==> config.mk <==
export PLATFORM = sky130hd
export DESIGN_NAME = tfn_fifo
export DESIGN_NICKNAME = d
export VERILOG_FILES = /design/src/design/tfn_fifo.sv
export SDC_FILE = /design/constraint.sdc
export NUM_CORES = 1
export LEC_CHECK = 0
export ABC_AREA = 1
export BUFFER_PORTS_ARGS = -buffer_cell sky130_fd_sc_hd__buf_4
export CORE_ASPECT_RATIO = 1.25
export CORE_UTILIZATION = 55
export CTS_CLUSTER_SIZE = 14
export DETAILED_ROUTE_END_ITERATION = 16
export PLACE_DENSITY = 0.75
export SLEW_MARGIN = 20
export SYNTH_ARGS = -nofsm -noshare
export SYNTH_HDL_FRONTEND = slang
export SYNTH_SLANG_ARGS = --single-unit
export TNS_END_PERCENT = 1
==> constraint.sdc <==
create_clock -name clk -period 3.9 [get_ports clk]
set_input_delay 0.39 -clock clk [delete_from_list [all_inputs] [get_ports clk]]
set_output_delay 0.39 -clock clk [all_outputs]
set_load 0.05 [all_outputs]
==> src/design/tfn_fifo.sv <==
// Small first-word-fall-through queue used between pipeline sections.
`timescale 1ns / 1ps
`default_nettype none

module tfn_fifo #(
	parameter int WIDTH = 8,
	parameter int DEPTH = 4
) (
	input  logic             clk,
	input  logic             arst_n,
	input  logic             push,
	input  logic [WIDTH-1:0] din,
	output logic             full,
	input  logic             pop,
	output logic [WIDTH-1:0] dout,
	output logic             empty
);

	localparam int AW = (DEPTH > 1) ? $clog2(DEPTH) : 1;

	logic [WIDTH-1:0] mem_q [DEPTH];
	logic [AW-1:0]    wr_q;
	logic [AW-1:0]    rd_q;
	logic [AW:0]      cnt_q;
	logic             do_wr;
	logic             do_rd;

	assign full  = (cnt_q == (AW+1)'(DEPTH));
	assign empty = (cnt_q == '0);
	assign do_wr = push && !full;
	assign do_rd = pop && !empty;
	assign dout  = mem_q[rd_q];

	// Store the incoming transfer
	always_ff @(posedge clk) begin
		if (do_wr) begin
			mem_q[wr_q] <= din;
		end
	end

	// Advance pointers and occupancy
	always_ff @(posedge clk or negedge arst_n) begin
		if (!arst_n) begin
			wr_q  <= '0;
			rd_q  <= '0;
			cnt_q <= '0;
		end else begin
			if (do_wr) begin
				wr_q <= (wr_q == AW'(DEPTH - 1)) ? '0 : wr_q + 1'b1;
			end
			if (do_rd) begin
				rd_q <= (rd_q == AW'(DEPTH - 1)) ? '0 : rd_q + 1'b1;
			end
			if (do_wr && !do_rd) begin
				cnt_q <= cnt_q + 1'b1;
			end else if (do_rd && !do_wr) begin
				cnt_q <= cnt_q - 1'b1;
			end
		end
	end

endmodule

`default_nettype wire

== Word-level counts from Yosys, hierarchy flattened ==
Memories as Yosys holds them, arrays and structs flattened.
Index checks and enable logic that the tools add are counted.

* Memory bits (writable): 32
* Memories kept: 1
* Bits in registers: 7
* Word-level logic and storage cells: 27
* Output and inout port bits: 10

* Add/sub/neg operators: 4
* Eq/ne operators: 3
* Reduce and logical (&&, ||, !) cells: 10
* Muxes and demuxes: 6

{| class="wikitable"
|+ Memories
! memory !! depth !! bits a word !! read ports !! clocked after memory_dff !! write ports !! line !! text
|-
| mem_q || 4 || 8 || 1 || 0 || 1 || 21 || <nowiki>logic [WIDTH-1:0] mem_q [DEPTH];</nowiki>
|}

{| class="wikitable"
|+ Operators with widths
! operator !! count
|-
| $mux 3 || 2
|-
| $add 2x1->2 const B || 2
|-
| $eq 2x2->1 const B || 2
|-
| $logic_and 1x1->1 || 4
|-
| $logic_not 1->1 || 4
|-
| $mux 2 || 2
|-
| $add 3x1->3 const B || 1
|-
| $eq 3x3->1 const B || 1
|-
| $logic_not 3->1 || 1
|-
| $sub 3x1->3 const B || 1
|-
| $mux 1 || 2
|-
| $reduce_bool 2->1 || 1
|}

== Longest topological paths before layout ==
* Depth after elaboration: 7
* Gate-level depth with buffers: 12
* Mapped depth without buffers: 12

== Worst setup path before layout ==
OpenSTA, ideal clock, no wires.

* Path kind: flip-flop to flip-flop
* Start point: reg cnt_q[0]
* End point: reg cnt_q[1]
* Data arrival time: 1.567 ns
* Setup slack: 2.207 ns
* Cell stages (with the launch flop): 10
* Period minus slack after synthesis: 1.693 ns
* Path through: dfrtp_1 -> inv_2 -> nand3_1 -> nand2_2 -> inv_1 -> ha_1 -> inv_1 -> fa_1 -> nand2_1 -> o21ai_0

* Word-level cells in the longest chain between the ends: 6
* Elaborated cells between the ends (all ways): 15

{| class="wikitable"
|+ RTL lines
! what !! line !! text
|-
| start: declaration || 24 || <nowiki>logic [AW:0] cnt_q;</nowiki>
|-
| start signal: assignment || 55 || <nowiki>cnt_q <= cnt_q + 1'b1;</nowiki>
|-
| start signal: assignment || 57 || <nowiki>cnt_q <= cnt_q - 1'b1;</nowiki>
|-
| $eq 3x3->1 (*) || 28 || <nowiki>assign full = (cnt_q == (AW+1)'(DEPTH));</nowiki>
|-
| $logic_not 1->1 (*) || 30 || <nowiki>assign do_wr = push && !full;</nowiki>
|-
| $logic_and 1x1->1 (*) || 30 ||
|-
| via do_wr || 25 || <nowiki>logic do_wr;</nowiki>
|-
| $logic_not 1->1 || 56 || <nowiki>end else if (do_rd && !do_wr) begin</nowiki>
|-
| $logic_and 1x1->1 || 56 ||
|-
| $reduce_bool 2->1 (no line) || - ||
|}

Mark *: on every way through the listed nets, which the timed path passes. The rest lies on a longest branch. The select of a mux whose other input is x is not followed.
A chain may end at the register's enable or synchronous reset.

== Worst setup path after layout ==
* Start point: reg rd_q[0]
* End point: out dout[1]

* Word-level cells in the longest chain between the ends: 1

{| class="wikitable"
|+ RTL lines
! what !! line !! text
|-
| start: declaration || 23 || <nowiki>logic [AW-1:0] rd_q;</nowiki>
|-
| start signal: assignment || 52 || <nowiki>rd_q <= (rd_q == AW'(DEPTH - 1)) ? '0 : rd_q + 1'b1;</nowiki>
|-
| $mem_v2 4x8 || - ||
|-
| end: declaration || 15 || <nowiki>output logic [WIDTH-1:0] dout,</nowiki>
|}

No other way between the ends.

==> flow_metrics.tcl <==
set metrics [dict create \
    antenna_found_initial 0 \
    vdd_ir_drop_max_mv 0.483 \
    clkSinkCount 39 \
    drtPass1Iterations 4 \
    ant_nets 0 \
    layout_min_cycle_time_ns 2.31 \
    ys_types 16 \
    rsz0062_at_grt "no" \
    place.gp.congestion 0.641 \
    io_buffer_count 21 \
    multi_input_area_um2 447 \
    crit_type "flip-flop to output port" \
    hold_start "din[7]" \
    vias 1082 \
    core_area_mm2 0.00300 \
    dieArea_mm2 0.00343 \
    finalHoldViolations 0 \
    drt_iter0_drc 29 \
    die_w_um 52.6 \
    status "complete, no violations" \
    cts_buffers 5 \
    final_cell_mix "38 x nand2_1, 32 x edfxtp_1, 31 x inv_1, 21 x buf_4, 15 x o211ai_1" \
    final_cells 215 \
    drv_slew 0 \
    grt-ovfl-total 0 \
    cts.clk_slew.worst_paths_ns 0.11 \
    cts-resized-gates 0 \
    h-tree-depth 2 \
    relSlewSlack 0.318 \
    ys_seq_area_frac 0.646 \
    r2r_end "cnt_q[1]" \
    routedWlPerCell_um 12.7 \
    syn_inst 154 \
    grt_max_degree 36 \
    holdPathStages 1 \
    fmax_mhz 432 \
    required_ns 3.51 \
    routed_wl_um 2740 \
    r2r_start "cnt_q[0]" \
    drc 0 \
    cts_tree "yes" \
    final_nets 197 \
    via_per_inst 5.03 \
    grt_pass1_vias 1015 \
    avgSynthCellArea_um2 11.4 \
    insertion_delay_ns 0.34 \
    hold_end "mem_q[1][7]" \
    die-height_um 65.2 \
    diodes 0 \
    placed_area_mm2 0.00191 \
    dp_hpwl_um 1970 \
    skew_ns 0.00496 \
    drv_cap 0 \
    final_common_cell "nand2_1" \
    worst_slew_pin_slew_ns 1.02 \
    ios 22 \
    worst_setup_path_start_kind "flip-flop" \
    syn2layout_area_growth_pct 11.7 \
    grt_pass1_wl_um 4490 \
    drive_above_1_share 0.168 \
    finalSetupViolCount 0 \
    synth_seq_cells 39 \
    crit_arrival_ns 1.92 \
    holdWs_ns 0.238 \
    tns_ns 0 \
    track_usage 0.196 \
    p_total_mw 1.60 \
    p_per_area_mw_per_mm2 813 \
    cts_root_buf "clkbuf_4" \
    clockBufferDepth 2 \
    synthesis.nets 173 \
    start_util 0.586 \
    final_area_mm2 0.00197 \
    synth-warning-count 0 \
    ff2ff_setup_slack_ns 2.02 \
    fin_crit_sh 0.593 \
    crit_path_end_kind "output port" \
    netlist_area_mm2 0.00176 \
    core.rowCount 22 \
    leakagePower_nw 0.880 \
    path_max_fanout 35 \
    register_area_mm2 0.00114 \
    hp-class "input pin to flip-flop" \
    nFillCells 230 \
    dpl.cell_count 206 \
    r2r_cells 9 \
]
[worst max path at each step]
stage              from       end  slack [ns]
3_5_place_dp    rd_q[0]   dout[1]        1.96
5_1_grt         rd_q[0]   dout[3]        1.39
4_1_cts         rd_q[0]   dout[1]        1.57
3_3_place_gp    rd_q[0]   dout[3]        2.05
6_report        rd_q[0]   dout[1]        1.59
2_1_floorplan  cnt_q[0]  cnt_q[1]        2.21
[stage by stage]
step | util | setup WS (ns)
2_1_floorplan | - | 2.21
6_report | 0.655 | 1.59
3_3_place_gp | 0.635 | 2.05
3_5_place_dp | 0.635 | 1.96
4_1_cts | 0.655 | 1.57
5_1_grt | 0.655 | 1.39
[sequential cells by signal (all words and copies together) (netlist names)]
name,cells
mem_q,32
rd_q,2
cnt_q,3
wr_q,2
[repair_timing]
item                      in CTS  in global routing
hold buffers                   1                  0
hold endpoints to repair       7                  0
setup buffers                  0                  0
[cells by family (layout without fill, tap and decap cells)]
logic type	after synthesis	count (layout)	share of synthesized area
AND/OR/NAND/NOR	53	53	0.121
flip-flops	39	39	0.646
buffers and inverters	37	62	0.100
AO/OA/AOI/OAI	17	17	0.0740
adder cells (fa/ha/maj)	7	7	0.0541
XOR/XNOR	1	1	0.00498
[final cells by class]
type,count,area share
Multi-Input combinational cell,78,0.227
Inverter,32,0.0611
Tap cell,36,0.0229
Clock inverter,1,0.00255
Timing Repair Buffer,22,0.0853
Clock buffer,7,0.0229
Sequential cell,39,0.578
[critical path, cell delays in order (launching register included)]
cell	delay (ns)
dfrtp_1	1.03
nand2_1	0.15
o211ai_1	0.12
nand2_1	0.09
buf_4	0.19
[synth_stat cells, drive strengths merged]
master	instances	area share
ha	6	0.043
nand2	39	0.085
edfxtp	32	0.55
xnor2	1	0.0050
inv	32	0.068
nand4	1	0.0036
o211ai	16	0.071
dfrtp	7	0.10
nand3	7	0.020
fa	1	0.011
o21ai	1	0.0028
nor2	6	0.013
buf	5	0.032
[metal layers]
layer	share of wire	global-route usage	vias to the layer above	wire [um]
li1	-	-	555	-
met1	0.41	0.206	499	1120
met2	0.54	0.342	22	1460
met3	0.035	0.0833	6	97
met4	0.018	0.0691	0	50
met5	0	0	-	0
[where the power goes]
group	internal, mW	total [mW]	switching (mW)
logic	0.238	0.740	0.502
registers	0.559	0.667	0.108
clock network	0.0702	0.191	0.121
total	0.867	1.60	0.731
No activity file was read; power rests on OpenSTA's default activity.
